### src/rtl/nflp_pkg.sv
// Shared types, tap constants and tap scaling for the normalised low-pass FIR.
package nflp_pkg;

    localparam int BASE_FRAC = 17;
    localparam int BASE_TAPS = 43;
    localparam int HALF_LEN  = 22;

    // Taps 0..21 in Q1.17; the filter is symmetric, tap k equals tap 42-k.
    localparam int HALF_TAPS [HALF_LEN] = '{
        273, 759, 1615, 2821, 4234, 5554, 6359, 6200, 4746, 1939, -1890,
        -5988, -9284, -10599, -8945, -3825, 4545, 15183, 26470, 36471,
        43352, 45803
    };

    // Control shared by every cell of the sample chain.
    typedef struct packed {
        logic load;   // shift a new sample in at the head
        logic rot;    // rotate the ring by one place towards the head
    } cell_ctrl_t;

    // Tap k rescaled to frac fractional bits, rounding half away from zero.
    function automatic int coeff_of(input int k, input int frac);
        int q;
        int mag;
        int sh;
        if (k >= BASE_TAPS) begin
            q = 0;
        end else if (k < HALF_LEN) begin
            q = HALF_TAPS[k];
        end else begin
            q = HALF_TAPS[BASE_TAPS - 1 - k];
        end
        if (frac >= BASE_FRAC) begin
            return q <<< (frac - BASE_FRAC);
        end
        sh  = BASE_FRAC - frac;
        mag = (q < 0) ? -q : q;
        mag = (mag + (1 << (sh - 1))) >> sh;
        return (q < 0) ? -mag : mag;
    endfunction

endpackage

### src/rtl/nflp_cell.sv
// One sample cell of the history ring.
module nflp_cell #(
    parameter int W = 24
) (
    input  logic                     aclk,
    input  nflp_pkg::cell_ctrl_t     ctrl,
    input  logic signed [W-1:0]      from_prev,
    input  logic signed [W-1:0]      from_next,
    output logic signed [W-1:0]      data_out
);

    logic signed [W-1:0] data_reg;

    always_ff @(posedge aclk) begin
        if (ctrl.load) begin
            data_reg <= from_prev;
        end else if (ctrl.rot) begin
            data_reg <= from_next;
        end
    end

    assign data_out = data_reg;

endmodule

### src/rtl/nflp_mac.sv
// Shared multiply-accumulate and running sum of used tap magnitudes.
module nflp_mac #(
    parameter int W  = 24,
    parameter int CW = 17,
    parameter int AW = 47,
    parameter int DW = 23
) (
    input  logic                  aclk,
    input  logic                  aresetn,
    input  logic                  clear,
    input  logic                  en,
    input  logic signed [W-1:0]   sample,
    input  logic signed [CW-1:0]  coef,
    output logic signed [AW-1:0]  acc,
    output logic [DW-1:0]         dsum
);

    logic signed [W+CW-1:0] prod_reg;
    logic                   prod_vld_reg;
    logic signed [AW-1:0]   acc_reg;
    logic [DW-1:0]          dsum_reg;
    logic [CW-1:0]          coef_abs;

    assign coef_abs = coef[CW-1] ? CW'(-coef) : CW'(coef);

    always_ff @(posedge aclk) begin
        if (!aresetn) begin
            prod_vld_reg <= 1'b0;
        end else begin
            prod_vld_reg <= en;
        end
    end

    always_ff @(posedge aclk) begin
        if (en) begin
            prod_reg <= sample * coef;
        end
        if (clear) begin
            acc_reg  <= '0;
            dsum_reg <= '0;
        end else begin
            if (prod_vld_reg) begin
                acc_reg <= acc_reg + AW'(prod_reg);
            end
            if (en) begin
                dsum_reg <= dsum_reg + DW'(coef_abs);
            end
        end
    end

    assign acc  = acc_reg;
    assign dsum = dsum_reg;

endmodule

### src/rtl/nflp_div.sv
// Restoring divider, one quotient bit a cycle, truncating toward zero and saturating.
module nflp_div #(
    parameter int AW = 47,
    parameter int DW = 23,
    parameter int QW = 24
) (
    input  logic                  aclk,
    input  logic                  aresetn,
    input  logic                  start,
    input  logic signed [AW-1:0]  dividend,
    input  logic [DW-1:0]         divisor,
    output logic                  done,
    output logic signed [QW-1:0]  quotient
);

    localparam int CNTW = $clog2(QW + 1);

    logic            busy_reg;
    logic            done_reg;
    logic [CNTW-1:0] cnt_reg;
    logic [DW:0]     rem_reg;
    logic [QW-1:0]   dnd_reg;
    logic [DW-1:0]   dvs_reg;
    logic            neg_reg;
    logic            zero_reg;

    logic [AW-1:0]   mag;
    logic [DW:0]     trial;
    logic            qbit;

    assign mag   = dividend[AW-1] ? AW'(-dividend) : AW'(dividend);
    assign trial = {rem_reg[DW-1:0], dnd_reg[QW-1]};
    assign qbit  = (trial >= {1'b0, dvs_reg});

    always_ff @(posedge aclk) begin
        if (!aresetn) begin
            busy_reg <= 1'b0;
            done_reg <= 1'b0;
            cnt_reg  <= '0;
        end else begin
            done_reg <= 1'b0;
            if (start) begin
                busy_reg <= 1'b1;
                cnt_reg  <= '0;
            end else if (busy_reg) begin
                cnt_reg <= CNTW'(cnt_reg + 1'b1);
                if (cnt_reg == CNTW'(QW - 1)) begin
                    busy_reg <= 1'b0;
                    done_reg <= 1'b1;
                end
            end
        end
    end

    always_ff @(posedge aclk) begin
        if (start) begin
            rem_reg  <= (DW+1)'(mag >> QW);
            dnd_reg  <= mag[QW-1:0];
            dvs_reg  <= divisor;
            neg_reg  <= dividend[AW-1];
            zero_reg <= (divisor == '0);
        end else if (busy_reg) begin
            rem_reg <= qbit ? (trial - {1'b0, dvs_reg}) : trial;
            dnd_reg <= {dnd_reg[QW-2:0], qbit};
        end
    end

    always_comb begin
        if (zero_reg) begin
            quotient = '0;
        end else if (neg_reg) begin
            quotient = QW'(-dnd_reg);
        end else if (dnd_reg[QW-1]) begin
            quotient = {1'b0, {(QW-1){1'b1}}};
        end else begin
            quotient = dnd_reg;
        end
    end

    assign done = done_reg;

endmodule

### src/rtl/normalized_fir_lowpass_43tap_unit.sv
// Top level of the normalised symmetric low-pass FIR: cell ring, shared MAC, divider.
//
// Each transaction on the s_ side carries one signed sample and a block_start
// flag; exactly one filtered sample leaves on the m_ side for it. The samples
// sit in a ring of TAPS cells (the newest at the head). After a transaction is
// taken the ring rotates once round, one cell a cycle, feeding the head cell
// into a single shared multiplier with the matching tap, so the ring is back in
// place when the sum is complete. Taps that reach past the samples of the
// current block are masked to zero, and the magnitudes of the taps that are used
// are summed alongside to form the normaliser. The sum of products is then
// divided by that normaliser in a restoring divider that makes one quotient bit
// a cycle; the quotient truncates toward zero and saturates to SAMPLE_WIDTH bits.
// From acceptance until the block is ready again, a transaction passes the MAC
// loop over the taps, a step to flush the product register, a step to load the
// divider, one step per quotient bit, and the hand-over to the output register.
// s_ready is high only while the block is idle; a finished result may still wait
// in the output register while the next transaction is taken. block_start, or
// the first sample after reset, starts a new block.
module normalized_fir_lowpass_43tap_unit #(
    parameter int TAPS            = 43,
    parameter int SAMPLE_WIDTH    = 24,
    parameter int COEFF_FRAC_BITS = 17
) (
    input  logic                           aclk,
    input  logic                           aresetn,
    input  logic                           s_valid,
    output logic                           s_ready,
    input  logic signed [SAMPLE_WIDTH-1:0] s_sample,
    input  logic                           s_block_start,
    output logic                           m_valid,
    input  logic                           m_ready,
    output logic signed [SAMPLE_WIDTH-1:0] m_filtered
);

    // Coefficient magnitudes stay below 2^(COEFF_FRAC_BITS-1); the sum of
    // magnitudes of at most 43 non-zero taps stays below 2^(COEFF_FRAC_BITS+5).
    localparam int CW = COEFF_FRAC_BITS;
    localparam int DW = COEFF_FRAC_BITS + 6;
    localparam int AW = SAMPLE_WIDTH + DW;
    localparam int FW = (TAPS > 1) ? $clog2(TAPS) : 1;

    typedef enum logic [2:0] {
        S_IDLE,
        S_MAC,
        S_DRAIN,
        S_START,
        S_DIV,
        S_HOLD
    } state_t;

    state_t                   state_reg;
    logic [FW-1:0]            fill_reg;       // valid history entries, saturates at TAPS-1
    logic [FW-1:0]            fill_used_reg;  // taps above this one are masked
    logic [FW-1:0]            tap_reg;
    logic                     m_valid_reg;
    logic [SAMPLE_WIDTH-1:0]  m_filtered_reg;

    logic                     s_accept;
    logic [FW-1:0]            fill_use;
    nflp_pkg::cell_ctrl_t     cell_ctrl;
    logic signed [SAMPLE_WIDTH-1:0] cell_data [TAPS];
    logic signed [CW-1:0]     coef_sel;
    logic signed [SAMPLE_WIDTH-1:0] mac_sample;
    logic signed [AW-1:0]     acc;
    logic [DW-1:0]            dsum;
    logic                     div_done;
    logic signed [SAMPLE_WIDTH-1:0] quotient;

    assign s_ready  = (state_reg == S_IDLE);
    assign s_accept = s_valid && s_ready;
    // A new block starts with no history in play.
    assign fill_use = s_block_start ? '0 : fill_reg;

    // Load at the head on acceptance; rotate towards the head while summing.
    assign cell_ctrl.load = s_accept;
    assign cell_ctrl.rot  = (state_reg == S_MAC);

    for (genvar k = 0; k < TAPS; k++) begin : g_cell
        localparam int NEXT = (k + 1) % TAPS;
        logic signed [SAMPLE_WIDTH-1:0] prev_data;

        if (k == 0) begin : g_head
            assign prev_data = s_sample;
        end else begin : g_body
            assign prev_data = cell_data[k-1];
        end

        nflp_cell #(
            .W (SAMPLE_WIDTH)
        ) u_cell (
            .aclk      (aclk),
            .ctrl      (cell_ctrl),
            .from_prev (prev_data),
            .from_next (cell_data[NEXT]),
            .data_out  (cell_data[k])
        );
    end

    // Mask taps that would reach samples from before the current block; drop the
    // sample as well, since cells never written since reset hold no value.
    always_comb begin
        if (tap_reg <= fill_used_reg) begin
            coef_sel   = CW'(nflp_pkg::coeff_of(int'(tap_reg), COEFF_FRAC_BITS));
            mac_sample = cell_data[0];
        end else begin
            coef_sel   = '0;
            mac_sample = '0;
        end
    end

    nflp_mac #(
        .W  (SAMPLE_WIDTH),
        .CW (CW),
        .AW (AW),
        .DW (DW)
    ) u_mac (
        .aclk    (aclk),
        .aresetn (aresetn),
        .clear   (s_accept),
        .en      (state_reg == S_MAC),
        .sample  (mac_sample),
        .coef    (coef_sel),
        .acc     (acc),
        .dsum    (dsum)
    );

    nflp_div #(
        .AW (AW),
        .DW (DW),
        .QW (SAMPLE_WIDTH)
    ) u_div (
        .aclk     (aclk),
        .aresetn  (aresetn),
        .start    (state_reg == S_START),
        .dividend (acc),
        .divisor  (dsum),
        .done     (div_done),
        .quotient (quotient)
    );

    always_ff @(posedge aclk) begin
        if (!aresetn) begin
            state_reg     <= S_IDLE;
            fill_reg      <= '0;
            fill_used_reg <= '0;
            tap_reg       <= '0;
            m_valid_reg   <= 1'b0;
        end else begin
            // Drop the output transaction once it has been taken, unless a new
            // result takes its place on the same edge.
            if (m_valid_reg && m_ready && (state_reg != S_HOLD)) begin
                m_valid_reg <= 1'b0;
            end
            unique case (state_reg)
                S_IDLE: begin
                    if (s_accept) begin
                        fill_used_reg <= fill_use;
                        fill_reg      <= (fill_use < FW'(TAPS - 1)) ?
                                         FW'(fill_use + 1'b1) : fill_use;
                        tap_reg       <= '0;
                        state_reg     <= S_MAC;
                    end
                end
                S_MAC: begin
                    tap_reg <= FW'(tap_reg + 1'b1);
                    if (tap_reg == FW'(TAPS - 1)) begin
                        state_reg <= S_DRAIN;
                    end
                end
                S_DRAIN: begin
                    state_reg <= S_START;
                end
                S_START: begin
                    state_reg <= S_DIV;
                end
                S_DIV: begin
                    if (div_done) begin
                        state_reg <= S_HOLD;
                    end
                end
                S_HOLD: begin
                    // Hold until the output register is free.
                    if (!m_valid_reg || m_ready) begin
                        m_valid_reg    <= 1'b1;
                        m_filtered_reg <= quotient;
                        state_reg      <= S_IDLE;
                    end
                end
                default: begin
                    state_reg <= S_IDLE;
                end
            endcase
        end
    end

    assign m_valid    = m_valid_reg;
    assign m_filtered = m_filtered_reg;

endmodule

### config.mk
export PLATFORM = sky130hd
export DESIGN_NAME = normalized_fir_lowpass_43tap_unit
export DESIGN_NICKNAME = d
export VERILOG_FILES = /design/src/rtl/nflp_pkg.sv /design/src/rtl/nflp_cell.sv /design/src/rtl/nflp_mac.sv /design/src/rtl/nflp_div.sv /design/src/rtl/normalized_fir_lowpass_43tap_unit.sv
export SDC_FILE = /design/constraint.sdc
export NUM_CORES = 2
export LEC_CHECK = 0
export ABC_AREA = 1
export BUFFER_PORTS_ARGS = -buffer_cell sky130_fd_sc_hd__buf_2
export CORE_MARGIN = 5
export CORE_UTILIZATION = 50
export DETAILED_ROUTE_END_ITERATION = 16
export PLACE_DENSITY = 0.65
export SKIP_CTS_REPAIR_TIMING = 1
export SLEW_MARGIN = 15
export SYNTH_ARGS = -nofsm -noshare
export SYNTH_HDL_FRONTEND = slang
export SYNTH_SLANG_ARGS = --single-unit
export TNS_END_PERCENT = 10
### constraint.sdc
create_clock -name aclk -period 28.2 [get_ports aclk]
set_input_delay 1.41 -clock aclk [delete_from_list [all_inputs] [get_ports aclk]]
set_output_delay 1.41 -clock aclk [all_outputs]
set_load 0.005 [all_outputs]
### Word level (Yosys, flattened, before mapping)

Memory sizes are Yosys's and may differ from the RTL's.
Index checks and enable logic that the tools add are counted.

* order comparisons: 8
* muxes and demuxes: 124
* $add $sub $neg: 12
* reduce and logical (&&, ||, !) cells: 16
* multipliers: 1
* bitwise operators: 4
* equality and inequality tests: 12

Operators by type and width (count)
* $mux W24: 90
* $mux W32: 7
* $mux W23: 4
* $mux W17: 5
* $ge A32 B6 Y1 const B: 2
* $neg A17 Y17: 3
* $add A47 B41 Y47: 1
* $mux W47: 1
* $neg A47 Y47: 1
* $mul A24 B17 Y41: 1
* $lt A32 B1 Y1 const B: 1
* $not A32 Y32: 1
* $not A6 Y32: 1
* $ge A24 B23 Y1: 1
* $neg A24 Y24: 1
* $add A23 B17 Y23: 1
* $logic_not A23 Y1: 1
* $sub A23 B23 Y23: 1
* $mux W6: 3
* $pmux W3 S6: 1
* $add A6 B1 Y6 const B: 2
* $mux W3: 4
* $pmux W6 S2: 1
* $mux W1: 8
* other kinds (25): 35

* register bits: 1269
* memories: 2
* bits in read-only memories: 2048
* bits of input ports: 29

Memories
* (name not given): words 32, bits a word 32, rd ports 1, clocked after Yosys merged registers in 0, write ports 0, line nflp_pkg.sv:31 `q = HALF_TAPS[BASE_TAPS - 1 - k];`
* (name not given): words 32, bits a word 32, rd ports 1, clocked after Yosys merged registers in 0, write ports 0, line nflp_pkg.sv:29 `q = HALF_TAPS[k];`

### Depth between registers and ports, before layout

* depth after elaboration: 17
* gate-level depth with buffers: 39
* depth with buffers taken out: 38

### Cells and area by module

Synthesis repeated with hierarchy kept, for this count alone.

* cells, all modules: 9529
* area total of the unflattened synthesis: 81777.2 sq um

By module, submodules not included
* nflp_cell: cells each 103, area an instance 1082.3 sq um, times used 43
* nflp_mac: cells each 3409, area an instance 24374.6 sq um, times used 1
* nflp_div: cells each 1122, area an instance 7268.2 sq um, times used 1
* normalized_fir_lowpass_43tap_unit: cells each 569, area an instance 3595.9 sq um, times used 1

### Worst setup path after synthesis

No wires, ideal clock.

* path type: input-to-reg
* start: input s_valid
* end: register g_cell[0].u_cell.data_reg[0] (enable)
* cell stages on the path: 4
* path slack: 5.181 ns
* arrival time: 21.652 ns
* path through: inv_1 nor2_1 nor2_1 inv_1

* longest elaborated chain between the ends: 2

RTL lines
* from (decl): line normalized_fir_lowpass_43tap_unit.sv:26 `input logic s_valid,`
* $logic_and A1 B1 Y1: line normalized_fir_lowpass_43tap_unit.sv:70 `assign s_accept = s_valid && s_ready;`
* $reduce_bool A2 Y1 (no source line)
* to (signal assigned): line nflp_cell.sv:16 `data_reg <= from_prev;`
* to (signal assigned): line nflp_cell.sv:18 `data_reg <= from_next;`
* to (decl): line nflp_cell.sv:12 `logic signed [W-1:0] data_reg;`

Every way passes these cells.
A chain may end at the register's enable or synchronous reset.

### Worst setup path after layout

* start: register tap_reg[3]
* end: register u_mac.prod_reg[39] (data pin)

* longest elaborated chain between the ends: 15

RTL lines
* from (decl): line normalized_fir_lowpass_43tap_unit.sv:54 `logic [FW-1:0] tap_reg;`
* from (signal assigned): line normalized_fir_lowpass_43tap_unit.sv:165 `tap_reg <= FW'(tap_reg + 1'b1);`
* $sub A6 B6 Y7: line nflp_pkg.sv:31
* $not A32 Y32 (not written as such): line nflp_pkg.sv:31
* $mem_v2 Z32 W32
* $mux W32 (not written as such) (2 in series): line nflp_pkg.sv:31
* $mux W32: line nflp_pkg.sv:28 `end else if (k < HALF_LEN) begin`
* $mux W32: line nflp_pkg.sv:26 `if (k >= BASE_TAPS) begin`
* $mux W32: line normalized_fir_lowpass_43tap_unit.sv:102 `if (tap_reg <= fill_used_reg) begin`
* $lt A32 B1 Y1 / $neg A17 Y17 (equally long branches): line nflp_pkg.sv:37, nflp_pkg.sv:39
* $mux W17: line nflp_pkg.sv:37 `mag = (q < 0) ? -q : q;`
* $neg A17 Y17: line nflp_pkg.sv:39 `return (q < 0) ? -mag : mag;`
* $mux W17: line nflp_pkg.sv:39
* $mux W17: line nflp_pkg.sv:36 `sh = BASE_FRAC - frac;`
* $mux W17: line normalized_fir_lowpass_43tap_unit.sv:102
* $mul A24 B17 Y41 *: line nflp_mac.sv:36 `prod_reg <= sample * coef;`
* to (signal assigned): line nflp_mac.sv:36
* to (decl): line nflp_mac.sv:18 `logic signed [W+CW-1:0] prod_reg;`

Every way passes the cells marked *; elsewhere a longest branch is shown, timed or not. The select of a mux whose other input is x is not followed.

==> summary by stage <==
Worst setup path
Among the stages of the critical path, the cell type that occurs most often is sky130_fd_sc_hd__inv_1. In this run the worst path has a maximum fanout of 16. The worst reg2reg path startpoint is tap_reg[3].

The cell with the biggest individual delay on the critical path is sky130_fd_sc_hd__dfxtp_1. The number of cells on the worst reg-to-reg path is 28. The required time at the endpoint of the critical path is 28.73 ns. The critical path starts at tap_reg[3]. The setup slack of the worst register-to-register path is 19.51 ns. The critical path is of the reg -> reg type. For this run, the slowest stage of the critical path takes 0.74 ns.

Data arrives at the worst endpoint at 9.22 ns. The worst setup path is launched from a register. The kind of end point of the critical path is a register. The capture instance of the worst register-to-register path is u_mac.prod_reg[39].

Yosys
By area the synthesized netlist is led by sky130_fd_sc_hd__edfxtp_1 45%, sky130_fd_sc_hd__nand2_1 20%, sky130_fd_sc_hd__fa_1 10%. A synthesized cell averages 8.56 µm². Of the post-synthesis cell area, the dominant cell type holds 0.453. The yosys synthesis warning count is 0.

The primary flip-flop cell chosen by synthesis mapping is sky130_fd_sc_hd__edfxtp_1. The biggest area contributor in the post-synthesis netlist is sky130_fd_sc_hd__edfxtp_1. Counting distinct cell types in the post-synthesis netlist gives 58. The fraction of registers with async set/reset is 0.

The synthesized net count is 9689. The sequential-to-total area share from yosys stat is 0.479. The post-synthesis instance area is 77500 µm².

The number of enable flip-flop cells after synthesis is 1169. The number of synthesized register bits is 1269. The cell count after synthesis is 9053.

Cells and area
In the final layout, the multi-input gates occupy 34900 µm². The sequential cell area in the final layout is 37100 µm². The flip-flop count of the largest register after layout is 1032.

The layout overhead on the synthesized area is 7.89%. The layout has 14200 filler cells. The finished cells cover 83600 µm². The number of antenna diodes in the final layout is 0. In the final layout, the share of cells above drive strength 1 is 0.0410. Leaving out fill and tap cells, the most frequent cell in the layout is sky130_fd_sc_hd__nand2_1. At the end of the flow, the number of nets in the layout was 9592. The library cells used most frequently in the layout, excluding fill and tap cells, are 4067 x sky130_fd_sc_hd__nand2_1, 1169 x sky130_fd_sc_hd__edfxtp_1, 1005 x sky130_fd_sc_hd__inv_1.

Worst hold path
For hold timing, the worst endpoint is fill_used_reg[2]. The cell depth of the worst hold path is 2. The start point of the worst hold path is fill_used_reg[2].

The worst hold path belongs to the class reg -> reg.

STA
The total negative slack for setup checks is 0 ns. The number of setup violations in the final report is 0. The slew at the pin closest to its max-slew limit is 1.29 ns. The number of hold violations in the final report is 0. Headroom to the max-slew limit came out at 0.135. Setup slack on the critical path of the routed design comes to 19.51 ns. Setup repair after global routing left no endpoint under its margin. Subtracting the final worst setup slack from the clock period gives 8.69 ns. For this run, the top clock speed supported by timing is 115 MHz. Hold timing on the final database bottoms out at a slack of 0.486 ns. The share of the clock period used by the worst path after layout is 0.308. The number of slew-limit violations in the final report was 0. For the final database, setup skew stands at 0.0399 ns.

Placement
The cell area reported after detailed placement is 79200 µm². Port buffering added 54 buffers. Before CTS, the worst setup slack after placement is 19.56 ns. The sum of net half-perimeters after detailed placement is 141000 µm.

The routability-driven placement congestion ratio is 0.931.

Outcome
The flow ran to the end, and the final reports show no timing, DRC or antenna violations.

CTS
The number of clock sinks is 1269. The clock transition at the registers of the reported paths is 0.06 ns. In this run the number of H-tree levels came out at 4. CTS placed an instance of sky130_fd_sc_hd__clkbuf_16 at the clock tree root. The total CTS buffers is 141. The later pin in the worst-skew pair is clocked with a latency of 0.79 ns. In this run the deepest clock path goes through 3 buffers. TritonCTS built the clock tree.

Die
The die is 404 µm tall. In this run the horizontal extent of the chip is 404 µm. After floorplanning, the core was divided into 144 placement rows.

The floorplan die area is 163000 µm². In this run the count of I/O pins placed on the die edge is 55. For this configuration, the core starts out at a cell density of 0.503. The core area is 154000 µm².

Routing
The first detailed-routing pass ran for 5 iterations. Dividing the detail-routed wire length by the instance count gives 17.7 µm. The post-detailed-route via-to-cell ratio is 5.28. The number of DRC violations after detailed routing is 0. The detailed router finished its first iteration with 5361 violations.

Wires add up to 197000 µm. The remaining antenna violation count is 0. The vias after detailed routing is 58700.

Global routing
The number of global-route vias before repair is 57100. In the global route stage, overall resource usage came out at 0.239. Global routing finished with a remaining overflow of 0. The first global-routing pass estimated 314000 µm of wire. Entering global routing, the biggest net connects 279 pins. The initial antenna violation count is 5.

Run
The reported max-cap violation count is 0.
-- synthesized netlist by cell type (3+ instances only) --
cell and count:
sky130_fd_sc_hd__a211oi_1 10, sky130_fd_sc_hd__a21boi_0 5, sky130_fd_sc_hd__a21o_1 16, sky130_fd_sc_hd__a21oi_1 197
sky130_fd_sc_hd__a31o_2 4, sky130_fd_sc_hd__a31oi_1 22, sky130_fd_sc_hd__and3_1 5, sky130_fd_sc_hd__buf_1 12
sky130_fd_sc_hd__buf_2 171, sky130_fd_sc_hd__buf_4 8, sky130_fd_sc_hd__buf_6 12, sky130_fd_sc_hd__clkbuf_1 137
sky130_fd_sc_hd__clkinv_1 5, sky130_fd_sc_hd__dfxtp_1 100, sky130_fd_sc_hd__edfxtp_1 1169, sky130_fd_sc_hd__fa_1 404
sky130_fd_sc_hd__ha_1 203, sky130_fd_sc_hd__inv_1 1006, sky130_fd_sc_hd__inv_2 19, sky130_fd_sc_hd__inv_4 3
sky130_fd_sc_hd__nand2_1 4068, sky130_fd_sc_hd__nand2_2 10, sky130_fd_sc_hd__nand2_4 3, sky130_fd_sc_hd__nand3_1 236
sky130_fd_sc_hd__nand3_2 8, sky130_fd_sc_hd__nand3b_1 7, sky130_fd_sc_hd__nand4_1 63, sky130_fd_sc_hd__nor2_1 572
sky130_fd_sc_hd__nor2_2 6, sky130_fd_sc_hd__nor2_4 4, sky130_fd_sc_hd__nor3_1 48, sky130_fd_sc_hd__nor4_1 10
sky130_fd_sc_hd__o211ai_1 18, sky130_fd_sc_hd__o21a_1 3, sky130_fd_sc_hd__o21ai_0 291, sky130_fd_sc_hd__o21ai_1 13
sky130_fd_sc_hd__o21ai_2 3, sky130_fd_sc_hd__o21bai_1 36, sky130_fd_sc_hd__or2_2 8, sky130_fd_sc_hd__xnor2_1 32
sky130_fd_sc_hd__xor2_1 80
-- how the worst max path moves through the flow --
stage | end | slack, ns | cells past startpoint
after floorplan | g_cell[0].u_cell.data_out[0] | 5.18 | 4
after global placement | u_mac.prod_reg[38] | 19.49 | 29
after detailed placement | u_mac.prod_reg[39] | 19.56 | 30
after CTS | u_mac.prod_reg[39] | 19.57 | 30
after global routing | u_mac.prod_reg[39] | 19.13 | 30
final | u_mac.prod_reg[39] | 19.51 | 28
-- per-layer routing --
metal / vias to the layer above / track usage / wire, µm
met5: - / 0 / 28
met4: 4 / 0.0626 / 4780
met3: 290 / 0.0392 / 12300
met2: 1613 / 0.362 / 86900
met1: 28300 / 0.360 / 93100
li1: 28400 / - / -
-- per-stage QoR --
step | cells | util
final | 11100 | 0.543
after global routing | 11100 | 0.543
after CTS | 11100 | 0.543
after detailed placement | 10900 | 0.514
after global placement | 10900 | 0.514
after floorplan | 9053 | -
-- cell families (layout without fill, tap and decap cells) --
kind of cell	Yosys count	count (layout)	share of synthesized area
AOI/OAI and AO/OA	636	636	0.0458
xor gates and xnor gates	112	112	0.0127
adders and majority gates	607	607	0.137
buffers and inverters	1373	1389	0.0709
DFF	1269	1269	0.479
other	1	1	0.0000484
and+or+nand+nor	5055	5055	0.255
-- area by class of cell --
type / instances / area share
Clock inverter: 71 / 0.00785
Clock buffer: 185 / 0.0457
Multi-Input combinational cell: 6411 / 0.418
Sequential cell: 1269 / 0.444
Tap cell: 2044 / 0.0306
Inverter: 1033 / 0.0466
Timing Repair Buffer: 100 / 0.00781
-- worst max-delay path: cells and delay by family, from the launching register on --
kind,cells,cell delay (ns)
flip-flops,1,0.74
AND/OR/NAND/NOR,11,2.25
buffers and inverters,8,1.48
adder cells (fa/ha/maj),7,3.73
XOR/XNOR,1,0.08
AO/OA/AOI/OAI,1,0.18
Power is not shown: default switching activity piles up to over one toggle a cycle in this logic, so the estimate is an artifact.
